==> src/design/rlfq_pkg.sv <==
// ---------------------------------------------------------------------------
// rlfq_pkg
// Shared types and constants for the recursive lock with a fifo wait queue.
// ---------------------------------------------------------------------------
`default_nettype none

package rlfq_pkg;

   // default sizes of the wait queue and of a stored requester id
   localparam int QUEUE_DEPTH_DEF = 16;
   localparam int ID_WIDTH_DEF    = 8;

   // widest requester id that the datapath supports
   localparam int ID_EXT_W = 32;

   // request word fields
   localparam int OP_W        = 2;
   localparam int REQ_ID_W    = 8;
   localparam int REQ_TDATA_W = 16;

   // response word fields
   localparam int HOLDER_ID_W = 8;
   localparam int COUNT_W     = 8;
   localparam int QLEN_W      = 5;
   localparam int RSP_TDATA_W = 32;

   // bit of holder_valid in the response word
   localparam int RSP_HOLDER_VALID_BIT = 5;

   localparam logic [COUNT_W-1:0] COUNT_MAX = '1;

   // operation codes
   localparam logic [OP_W-1:0] OP_LOCK   = 2'd0;
   localparam logic [OP_W-1:0] OP_UNLOCK = 2'd1;
   localparam logic [OP_W-1:0] OP_FREE   = 2'd2;

   // controller states
   typedef enum logic [1:0] {
      ST_IDLE,
      ST_MATCH,
      ST_UPDATE
   } state_type;

   // controller to datapath
   typedef struct packed {
      logic load;
      logic match;
      logic update;
   } ctrl_cmd_type;

   // datapath to controller
   typedef struct packed {
      logic out_free;
   } ctrl_status_type;

endpackage

`default_nettype wire

==> src/design/reentrant_lock_fifo_queue_unit.sv <==
// ---------------------------------------------------------------------------
// reentrant_lock_fifo_queue_unit
// Recursive lock with a first-in first-out wait queue; the head holds it.
//
//   channel  dir  handshake              word
//   req_     in   req_tvalid/req_tready  op, requester_id
//   rsp_     out  rsp_tvalid/rsp_tready  flags, holder, count, queue length
//
// Each request word passes three steps: capture, parallel match of the id
// against all queue entries, then update of queue, fill and nest count.
// The update waits while the previous response word is still held.
// A new request is taken while a finished response waits to be read.
// Synchronous reset empties the queue and clears the count; no clearing pass.
// ---------------------------------------------------------------------------
`default_nettype none

module reentrant_lock_fifo_queue_unit #(
   parameter int QUEUE_DEPTH = rlfq_pkg::QUEUE_DEPTH_DEF,
   parameter int ID_WIDTH    = rlfq_pkg::ID_WIDTH_DEF
) (
   input  wire logic                             clock,
   input  wire logic                             reset,
   input  wire logic                             req_tvalid,
   output      logic                             req_tready,
   // [1:0] op, [9:2] requester_id
   input  wire logic [rlfq_pkg::REQ_TDATA_W-1:0] req_tdata,
   output      logic                             rsp_tvalid,
   input  wire logic                             rsp_tready,
   // [0] granted, [1] already_waiting, [2] queue_overflow, [3] empty_unlock,
   // [4] removed, [5] holder_valid, [13:6] holder_id, [21:14] hold_count,
   // [26:22] queue_length
   output      logic [rlfq_pkg::RSP_TDATA_W-1:0] rsp_tdata
);

   import rlfq_pkg::*;

   ctrl_cmd_type    cmd;
   ctrl_status_type status;

   // sequencer
   rlfq_ctrl u_ctrl (
      .clock      (clock),
      .reset      (reset),
      .req_tvalid (req_tvalid),
      .req_tready (req_tready),
      .cmd        (cmd),
      .status     (status)
   );

   // queue and response datapath
   rlfq_datapath #(
      .QUEUE_DEPTH (QUEUE_DEPTH),
      .ID_WIDTH    (ID_WIDTH)
   ) u_datapath (
      .clock      (clock),
      .reset      (reset),
      .cmd        (cmd),
      .status     (status),
      .req_tdata  (req_tdata),
      .rsp_tvalid (rsp_tvalid),
      .rsp_tready (rsp_tready),
      .rsp_tdata  (rsp_tdata)
   );

endmodule

`default_nettype wire

==> src/design/rlfq_datapath.sv <==
// ---------------------------------------------------------------------------
// rlfq_datapath
// Wait queue, nest counter, match stage, update logic and response register.
// ---------------------------------------------------------------------------
`default_nettype none

module rlfq_datapath #(
   parameter int QUEUE_DEPTH = rlfq_pkg::QUEUE_DEPTH_DEF,
   parameter int ID_WIDTH    = rlfq_pkg::ID_WIDTH_DEF
) (
   input  wire logic                               clock,
   input  wire logic                               reset,
   input  wire rlfq_pkg::ctrl_cmd_type             cmd,
   output      rlfq_pkg::ctrl_status_type          status,
   input  wire logic [rlfq_pkg::REQ_TDATA_W-1:0]   req_tdata,
   output      logic                               rsp_tvalid,
   input  wire logic                               rsp_tready,
   output      logic [rlfq_pkg::RSP_TDATA_W-1:0]   rsp_tdata
);

   import rlfq_pkg::*;

   localparam int FILL_W = $clog2(QUEUE_DEPTH + 1);

   // captured request
   logic [OP_W-1:0]      op_ff;
   logic [ID_WIDTH-1:0]  id_ff;
   logic [ID_EXT_W-1:0]  req_id_ext;

   // queue state, entry 0 is the holder
   logic [ID_WIDTH-1:0]  queue_ff   [QUEUE_DEPTH];
   logic [ID_WIDTH-1:0]  queue_in   [QUEUE_DEPTH];
   logic [FILL_W-1:0]    fill_ff;
   logic [FILL_W-1:0]    fill_in;
   logic [COUNT_W-1:0]   count_ff;
   logic [COUNT_W-1:0]   count_in;

   // match stage
   logic [QUEUE_DEPTH-1:0] match_ff;
   logic [QUEUE_DEPTH-1:0] match_in;
   logic [QUEUE_DEPTH-1:0] prefix;

   // response register
   logic                   rsp_valid_ff;
   logic [RSP_TDATA_W-1:0] rsp_data_ff;
   logic [RSP_TDATA_W-1:0] rsp_data_in;

   // update decisions
   logic                   granted;
   logic                   waiting;
   logic                   overflow;
   logic                   empty_unl;
   logic                   removed;
   logic                   enq;
   logic                   shift;
   logic [QUEUE_DEPTH-1:0] shift_mask;

   // capture request word
   assign req_id_ext = ID_EXT_W'(req_tdata[OP_W +: REQ_ID_W]);

   always_ff @(posedge clock) begin
      if (cmd.load) begin
         op_ff <= req_tdata[OP_W-1:0];
         id_ff <= req_id_ext[ID_WIDTH-1:0];
      end
   end

   // compare every live entry against the id
   always_comb begin
      for (int i = 0; i < QUEUE_DEPTH; i++) begin
         match_in[i] = (FILL_W'(i) < fill_ff) && (queue_ff[i] == id_ff);
      end
   end

   always_ff @(posedge clock) begin
      if (cmd.match) begin
         match_ff <= match_in;
      end
   end

   // entries at or after the match move down one place
   always_comb begin
      prefix[0] = match_ff[0];
      for (int i = 1; i < QUEUE_DEPTH; i++) begin
         prefix[i] = prefix[i-1] | match_ff[i];
      end
   end

   // operation decode
   always_comb begin
      logic [COUNT_W-1:0] count_dec;
      count_dec  = (count_ff != '0) ? count_ff - COUNT_W'(1) : '0;
      granted    = 1'b0;
      waiting    = 1'b0;
      overflow   = 1'b0;
      empty_unl  = 1'b0;
      removed    = 1'b0;
      enq        = 1'b0;
      shift      = 1'b0;
      shift_mask = prefix;
      count_in   = count_ff;
      case (op_ff)
         OP_LOCK: begin
            if (fill_ff == '0) begin
               enq      = 1'b1;
               count_in = COUNT_W'(1);
               granted  = 1'b1;
            end else if (match_ff[0]) begin
               if (count_ff != COUNT_MAX) begin
                  count_in = count_ff + COUNT_W'(1);
               end
               granted = 1'b1;
            end else if (|match_ff) begin
               waiting = 1'b1;
            end else if (fill_ff != FILL_W'(QUEUE_DEPTH)) begin
               enq = 1'b1;
            end else begin
               overflow = 1'b1;
            end
         end
         OP_UNLOCK: begin
            if (fill_ff == '0) begin
               empty_unl = 1'b1;
            end else begin
               count_in = count_dec;
               if (count_dec == '0) begin
                  shift      = 1'b1;
                  shift_mask = '1;
               end
            end
         end
         OP_FREE: begin
            if (match_ff[0]) begin
               count_in = '0;
            end
            if (|match_ff) begin
               shift   = 1'b1;
               removed = 1'b1;
            end
         end
         default: begin
         end
      endcase
   end

   // next queue contents and fill
   always_comb begin
      for (int i = 0; i < QUEUE_DEPTH; i++) begin
         queue_in[i] = queue_ff[i];
      end
      for (int i = 0; i < QUEUE_DEPTH - 1; i++) begin
         if (shift && shift_mask[i]) begin
            queue_in[i] = queue_ff[i+1];
         end
      end
      for (int i = 0; i < QUEUE_DEPTH; i++) begin
         if (enq && (FILL_W'(i) == fill_ff)) begin
            queue_in[i] = id_ff;
         end
      end
      if (enq) begin
         fill_in = fill_ff + FILL_W'(1);
      end else if (shift) begin
         fill_in = fill_ff - FILL_W'(1);
      end else begin
         fill_in = fill_ff;
      end
   end

   // queue storage, no reset: entries past the fill are never read
   always_ff @(posedge clock) begin
      if (cmd.update) begin
         for (int i = 0; i < QUEUE_DEPTH; i++) begin
            queue_ff[i] <= queue_in[i];
         end
      end
   end

   // fill and nest count
   always_ff @(posedge clock) begin
      if (reset) begin
         fill_ff  <= '0;
         count_ff <= '0;
      end else if (cmd.update) begin
         fill_ff  <= fill_in;
         count_ff <= count_in;
      end
   end

   // response word
   always_comb begin
      logic                   holder_valid;
      logic [ID_EXT_W-1:0]    head_ext;
      logic [ID_EXT_W-1:0]    fill_ext;
      logic [HOLDER_ID_W-1:0] holder_id;
      holder_valid = (fill_in != '0);
      head_ext     = ID_EXT_W'(queue_in[0]);
      fill_ext     = ID_EXT_W'(fill_in);
      holder_id    = holder_valid ? head_ext[HOLDER_ID_W-1:0] : '0;
      rsp_data_in  = RSP_TDATA_W'({fill_ext[QLEN_W-1:0], count_in, holder_id,
                                   holder_valid, removed, empty_unl, overflow,
                                   waiting, granted});
   end

   always_ff @(posedge clock) begin
      if (reset) begin
         rsp_valid_ff <= 1'b0;
      end else if (cmd.update) begin
         rsp_valid_ff <= 1'b1;
      end else if (rsp_tready) begin
         rsp_valid_ff <= 1'b0;
      end
   end

   always_ff @(posedge clock) begin
      if (cmd.update) begin
         rsp_data_ff <= rsp_data_in;
      end
   end

   assign rsp_tvalid      = rsp_valid_ff;
   assign rsp_tdata       = rsp_data_ff;
   assign status.out_free = !rsp_valid_ff || rsp_tready;

   // checks
   a_fill_bound: assert property (@(posedge clock) disable iff (reset)
      fill_ff <= FILL_W'(QUEUE_DEPTH))
      else $error("queue fill beyond depth");

   a_count_needs_holder: assert property (@(posedge clock) disable iff (reset)
      count_ff != '0 |-> fill_ff != '0)
      else $error("nest count held with empty queue");

   a_update_shows: assert property (@(posedge clock) disable iff (reset)
      cmd.update |=> rsp_tvalid)
      else $error("update did not present a response");

   a_grant_holds: assert property (@(posedge clock) disable iff (reset)
      cmd.update && granted |=> rsp_tdata[RSP_HOLDER_VALID_BIT])
      else $error("grant without a holder");

endmodule

`default_nettype wire

==> src/design/rlfq_ctrl.sv <==
// ---------------------------------------------------------------------------
// rlfq_ctrl
// Sequencer: takes a request word, runs the match and update steps.
// ---------------------------------------------------------------------------
`default_nettype none

module rlfq_ctrl (
   input  wire logic                      clock,
   input  wire logic                      reset,
   input  wire logic                      req_tvalid,
   output      logic                      req_tready,
   output      rlfq_pkg::ctrl_cmd_type    cmd,
   input  wire rlfq_pkg::ctrl_status_type status
);

   import rlfq_pkg::*;

   state_type state_ff;
   state_type state_in;

   // state register
   always_ff @(posedge clock) begin
      if (reset) begin
         state_ff <= ST_IDLE;
      end else begin
         state_ff <= state_in;
      end
   end

   // next state
   always_comb begin
      state_in = state_ff;
      case (state_ff)
         ST_IDLE: begin
            if (req_tvalid) begin
               state_in = ST_MATCH;
            end
         end
         ST_MATCH: begin
            state_in = ST_UPDATE;
         end
         ST_UPDATE: begin
            if (status.out_free) begin
               state_in = ST_IDLE;
            end
         end
         default: begin
            state_in = ST_IDLE;
         end
      endcase
   end

   // outputs
   always_comb begin
      req_tready = 1'b0;
      cmd        = '0;
      case (state_ff)
         ST_IDLE: begin
            req_tready = 1'b1;
            cmd.load   = req_tvalid;
         end
         ST_MATCH: begin
            cmd.match = 1'b1;
         end
         ST_UPDATE: begin
            cmd.update = status.out_free;
         end
         default: begin
         end
      endcase
   end

endmodule

`default_nettype wire

==> config.mk <==
export PLATFORM = sky130hd
export DESIGN_NAME = reentrant_lock_fifo_queue_unit
export DESIGN_NICKNAME = d
export VERILOG_FILES = /design/src/design/rlfq_pkg.sv /design/src/design/reentrant_lock_fifo_queue_unit.sv /design/src/design/rlfq_datapath.sv /design/src/design/rlfq_ctrl.sv
export SDC_FILE = /design/constraint.sdc
export NUM_CORES = 1
export LEC_CHECK = 0
export ABC_AREA = 1
export BUFFER_PORTS_ARGS = -buffer_cell sky130_fd_sc_hd__clkbuf_2
export CORE_ASPECT_RATIO = 1.2
export CORE_UTILIZATION = 40
export DETAILED_ROUTE_END_ITERATION = 7
export PLACE_DENSITY = 0.54
export SETUP_SLACK_MARGIN = 0.02
export SLEW_MARGIN = 10
export SYNTH_ARGS = -nofsm -noshare
export SYNTH_HDL_FRONTEND = slang
export SYNTH_SLANG_ARGS = --single-unit
export TNS_END_PERCENT = 100
==> constraint.sdc <==
create_clock -name clock -period 3.83 [get_ports clock]
set_clock_uncertainty 0.2 [all_clocks]
set_input_delay 0.766 -clock clock [delete_from_list [all_inputs] [get_ports clock]]
set_output_delay 0.766 -clock clock [all_outputs]
set_load 0.02 [all_outputs]
After elaboration in Yosys (flattened, before gate mapping)
Memory sizes are Yosys's and may differ from the RTL's.
Index checks and enable logic that the tools add are counted.
{"block": "op_classes", "n_addsub": 4, "n_lt_le_gt_ge": 16, "n_eq_ne": 39, "muxes": 67, "bitwise_logic": 15, "n_reduce_logical": 60}
{"cell": "$mux W8", "n": 37}
{"cell": "$eq A8 B8 Y1", "n": 16}
{"cell": "$logic_and A1 B1 Y1", "n": 47}
{"cell": "$mux W15", "n": 3}
{"cell": "$eq A4 B5 Y1 const A", "n": 8}
{"cell": "$lt A4 B5 Y1 const A", "n": 8}
{"cell": "$pmux W8 S3", "n": 1}
{"cell": "$eq A3 B5 Y1 const A", "n": 4}
{"cell": "$lt A3 B5 Y1 const A", "n": 4}
{"cell": "$mux W1", "n": 20}
{"cell": "$reduce_or A18 Y1", "n": 1}
{"cell": "$reduce_or A16 Y1", "n": 1}
{"cell": "$or A1 B1 Y1", "n": 14}
{"cell": "$eq A2 B5 Y1 const A", "n": 2}
{"cell": "$lt A1 B5 Y1 const A", "n": 2}
{"cell": "$lt A2 B5 Y1 const A", "n": 2}
{"cell": "$mux W5", "n": 2}
{"cell": "$add A8 B1 Y8 const B", "n": 1}
{"cell": "$logic_not A8 Y1", "n": 1}
{"cell": "$ne A8 B8 Y1 const B", "n": 1}
{"cell": "$reduce_bool A8 Y1", "n": 1}
{"cell": "$sub A8 B1 Y8 const B", "n": 1}
{"cell": "$pmux W2 S3", "n": 1}
{"cell": "$add A5 B1 Y5 const B", "n": 1}
{"cell": "18 further kinds", "n": 22}
{"block": "word_totals", "regBits": 69, "ramBits": 128, "input_bits": 20, "memories": 1}
{"name": "u_datapath.queue_ff", "depth": 16, "word_bits": 8, "read_ports": 16, "rd_ports_with_merged_regs": 0, "write_ports": 16, "line_no": "rlfq_datapath.sv:31", "text": "logic [ID_WIDTH-1:0] queue_ff [QUEUE_DEPTH];"}

Depth between registers and ports, before layout
{"block": "logic_depth", "word_depth": 20, "ltp_mapped": 21, "mapped_depth_nobuf": 21}

Modules after synthesis
A second synthesis with hierarchy kept.
{"block": "unflattened", "cells_unflattened": 1127, "area_unflattened_um2": 10829.1}
{"mod": "rlfq_datapath", "n_inst": 1, "cells_per_inst": 1112, "area_each_um2": 10726.5, "seq_area_each_um2": 5715.5}
{"mod": "rlfq_ctrl", "n_inst": 1, "cells_per_inst": 15, "area_each_um2": 102.6, "seq_area_each_um2": 40.0}

Least setup slack after synthesis
Ideal clock, no wire load.
{"block": "synth_timing", "kind": "reg-to-reg", "start": "register u_datapath.fill_ff[0] (netlist name)", "end": "memory u_datapath.queue_ff[4][0] (netlist name), enable pin", "setup_ns": 0.378, "t_arrival_ns": 2.752, "t_required_ns": 3.252, "setup_slack_ns": 0.500, "stages_incl_launch_ff": 17, "n_path_buf": 1, "cell_sequence": "dfxtp_1 > clkinv_1 > ha_1 > inv_2 > nor2_1 > nand2_1 > nand2_2 > nor2_1 > nand2_1 > nor2_4 > nand2_4 > nand2_4 > nand2_4 > inv_4 > buf_2 > o21ai_0 > a31oi_1"}
{"element": "end, declared", "line_no": "rlfq_datapath.sv:31"}

==> summary.md <==
| Metric | Value |
|---|---|
| Status | finished, final reports clean |
| Worst r2r src | u_datapath.fill_ff[0] |
| Tcrit/Tclk final | 88.4% |
| Max clock buf depth | 2 |
| Yosys warns | 0 |
| Vias per std cell | about 5.4 |
| CTS Root Cell | clkbuf_16 |
| Most frequent cells in the layout | nand2_1, edfxtp_1, o21ai_0 |
| RSZ-0062 raised after global routing | no |
| Primary FF master, synth | edfxtp_1 |
| Die W | 152 µm |
| RR Endpoint | u_datapath.queue_ff[6][9] |
| # setup viols final | 0 |
| Top achievable clock speed | 295 MHz |
| Met2 Usage GRT | 37.9% |
| Worst-skew pair later-pin latency | 0.45 ns |
| Tot GR Track Use | 22.0% |
| Most used routing layer in global routing | met2 |
| Iteration count of the initial detailed-routing pass | 7 |
| Largest area contributor in the netlist | edfxtp_1 |
| Worst path bufs/invs | 4 |
| Crit path depth | 17 |
| Vias in the first global route | slightly below 8000 |
| Cell Area, Synth | around 0.011 mm² |
| Finished Cell Area | 0.0120 mm² |
| Hold Path Class | input port to register |
| Sequential share of the synthesized area | a little over half |
| RePlAce Congestion | ~0.85 |
| Post-synthesis register bit count | 197 |
| Synth Instances | 1126 |
| Core Footprint | ~0.026 mm² |
| Final-report max-slew violation count | 0 |
| Largest family of logic cells by synthesized area | simple AND/OR/NAND/NOR gates |
| Compound-Gate Fraction of Synth Area | 14.2% |
| Post-synthesis adder-cell area fraction | roughly 1.3% |
| FP Rows | 65 |
| Die Area | 0.0275 mm² |
| Synth-to-Final Area Change | 12.1% |
| Routed WL per cell | 19.0 µm |
| Asr flop ratio synth | 0% |
| CP endpoint kind | register |
| Pin count of the biggest net entering global routing | 40 |
| Routed Antenna Nets | 0 |
| DRT iter0 DRCs | 651 |
| Sink Count | 197 |
| Final net count | 1208 |
| Worst Tran Pin Value | ~0.86 ns |
| CP Data Required Time | around 3.7 ns |
| Leak pwr | 4.73 nW |
| Area share of xor/xnor cells in the synthesized design | under 10% |
| Top Ports | between 50 and 60 |
| Setup TNS | 0 ns |
| Slowest stage delay, CP | 0.49 ns |
| Ant diodes | 0 |
| Count of cell types in the netlist | 56 |
| Largest delay contributor family on the critical path | simple AND/OR/NAND/NOR gates |
| Crit path kind | register to register |
| Top cells by area, synth | edfxtp_1, nand2_1, o21ai_0, xnor2_1, dfxtp_1 |
| Crit-path slowest cell | dfxtp_1 |
| Post-synth top area share | between 50% and 60% |
| Maximum vdd drop | 0.285 mV |
| Total congestion overflow | 0 |
| Layout cells sized above 1 | 16.5% |
| PD cells | approximately 400 mW/mm² |
| Initial antenna violation count | 0 |
| Avg Cell Area, Syn | ~9.5 µm² |
| CTS tree | built |
| First-pass GRT wire length | 44600 µm |
| DP HPWL | 20500 µm |
| H-tree levels | 4 |
| Post-synth EDFFs | 181 |
| Placed inst area | 0.0115 mm² |
| Starting density of the core | about 40% |
| Dpl ws | 0.503 ns |
| Final WS setup | 0.446 ns |
| Synth Area in Simple Gates | 19.0% |
| Tmin final | 3.38 ns |
| CP cell instances | clkinv_1, ha_1, inv_2, nor2_1, nand2_1, nand2_2, nor2_1, nand2_1, nor2_4, nand2_4, nand2_4, nand2_4, inv_4, o21ai_0, nand3_1, nand2_1, inv_1 |
| Num CTS Buffers | 17 |
| Die height | 182 µm |
| Startpoint Class | register |
| Routed WL | 29000 µm |
| Post_cts resized | 0 |
| Relative slew slack | between 40 and 50% |
| Fin. Hold Viols | 0 |
| Post CTS Setup Buffer Count | 0 |
| Crit path DAT | ~3.3 ns |
| Commonest non-fill, non-tap cell in the layout | nand2_1 |
| Vias | 8287 |
| Met1 global-route usage | about 28% |
| Worst r2r path cells | 17 |
| Mux share of post-synthesis cell area | 0% |
| Worst Path Max Fanout | 15 |
| Critical path startpoint | u_datapath.fill_ff[0] |
| Max-cap violations | 0 |
| Buffers on Ports | 42 |
| Crit path to | u_datapath.queue_ff[6][9] |
| CTS clk-pin slew, worst paths | 0.08 ns |
| Flop-to-flop setup slack | 0.45 ns |
| Met3 Usage GRT | 3.22% |
| DR DRC count | 0 |
| Hold_buf cts | 0 |
==> routing by layer <==
layer | share of wire (%) | up-vias
li1 | - | 4027
met1 | 42 | 3947
met2 | 51 | 265
met3 | 4.9 | 48
met4 | 2.6 | 0
met5 | 0 | -
==> final cells by class <==
class / instances / area (µm²)
Fill cell: 2589 / 14300
Sequential cell: 197 / 5760
Multi-Input combinational cell: 775 / 4350
Timing Repair Buffer: 89 / 563
Clock buffer: 17 / 425
Tap cell: 335 / 419
Inverter: 97 / 372
Clock inverter: 15 / 164
==> synthesized netlist by cell type (6+ instances only) <==
cell type,number
nor4_1,11
dfxtp_1,16
a21oi_1,35
nand2_1,247
o21ai_0,107
o21ai_1,56
o21ai_2,7
nand4_1,17
clkbuf_1,35
inv_1,80
nor3_1,10
ha_1,11
a211oi_1,6
nand2_4,7
nand2_2,7
nor2_2,6
xnor2_1,46
inv_2,9
a2111oi_0,6
buf_2,12
nand3_2,7
xor2_1,25
buf_4,6
nor2_1,48
a221oi_1,11
nand3_1,33
or2_2,11
edfxtp_1,181
o22ai_1,15
==> power by group <==
| group | switching (mW) | internal (mW) |
|---|---|---|
| combinational | 0.392 | 0.173 |
| sequential | 0.0378 | 2.38 |
| clock | 0.887 | 0.927 |
| total | 1.32 | 3.48 |
==> kinds of logic (layout without fill, tap and decap cells) <==
group / Yosys count / count (layout)
adder cells (fa/ha/maj): 11 / 11
AO/OA/AOI/OAI: 264 / 264
AND/OR/NAND/NOR: 424 / 424
other: 1 / 5
buffers and inverters: 158 / 218
XOR/XNOR: 71 / 71
flip-flops: 197 / 197
==> worst min path at each step <==
stage,cells past startpoint,end,slack (ns),from
floorplan,0,u_datapath.queue_ff[7][13],0.22,u_datapath.id_ff[5]
global placement,1,u_ctrl.state_ff[0],0.27,u_ctrl.state_ff[1]
detailed placement,1,u_ctrl.state_ff[0],0.29,u_ctrl.state_ff[1]
CTS,1,u_datapath.id_ff[4],0.29,req_tdata[6]
global route,1,u_datapath.id_ff[0],0.28,req_tdata[2]
finish,1,u_datapath.id_ff[6],0.30,req_tdata[8]
==> stage by stage <==
stage / util (%) / hold slack, ns / power, mW / cells
finish: 45.7 / 0.297 / 4.80 / 1525
global route: 45.7 / 0.285 / 4.97 / 1525
CTS: 45.7 / 0.286 / 4.84 / 1525
detailed placement: 43.5 / 0.287 / 3.04 / 1493
global placement: 43.5 / 0.268 / 3.03 / 1493
floorplan: - / 0.221 / 2.86 / 1130
==> worst register-to-register path, delay by kind of cell (launching register included) <==
| family | cells | cell delay [ns] |
|---|---|---|
| and+or+nand+nor | 11 | 1.15 |
| adders and majority gates | 1 | 0.35 |
| AOI/OAI and AO/OA | 1 | 0.22 |
| DFF | 1 | 0.49 |
| buffers and inverters | 4 | 0.66 |
==> flip-flops by register name, indices dropped and copies added, names as in the netlist <==
register,cells
u_ctrl.state_ff,2
u_datapath.count_ff,8
u_datapath.fill_ff,5
u_datapath.id_ff,8
u_datapath.match_ff,16
u_datapath.op_ff,2
u_datapath.queue_ff,128
u_datapath.rsp_tdata,27
u_datapath.rsp_tvalid,1
No activity file was read; power rests on OpenSTA's default activity.
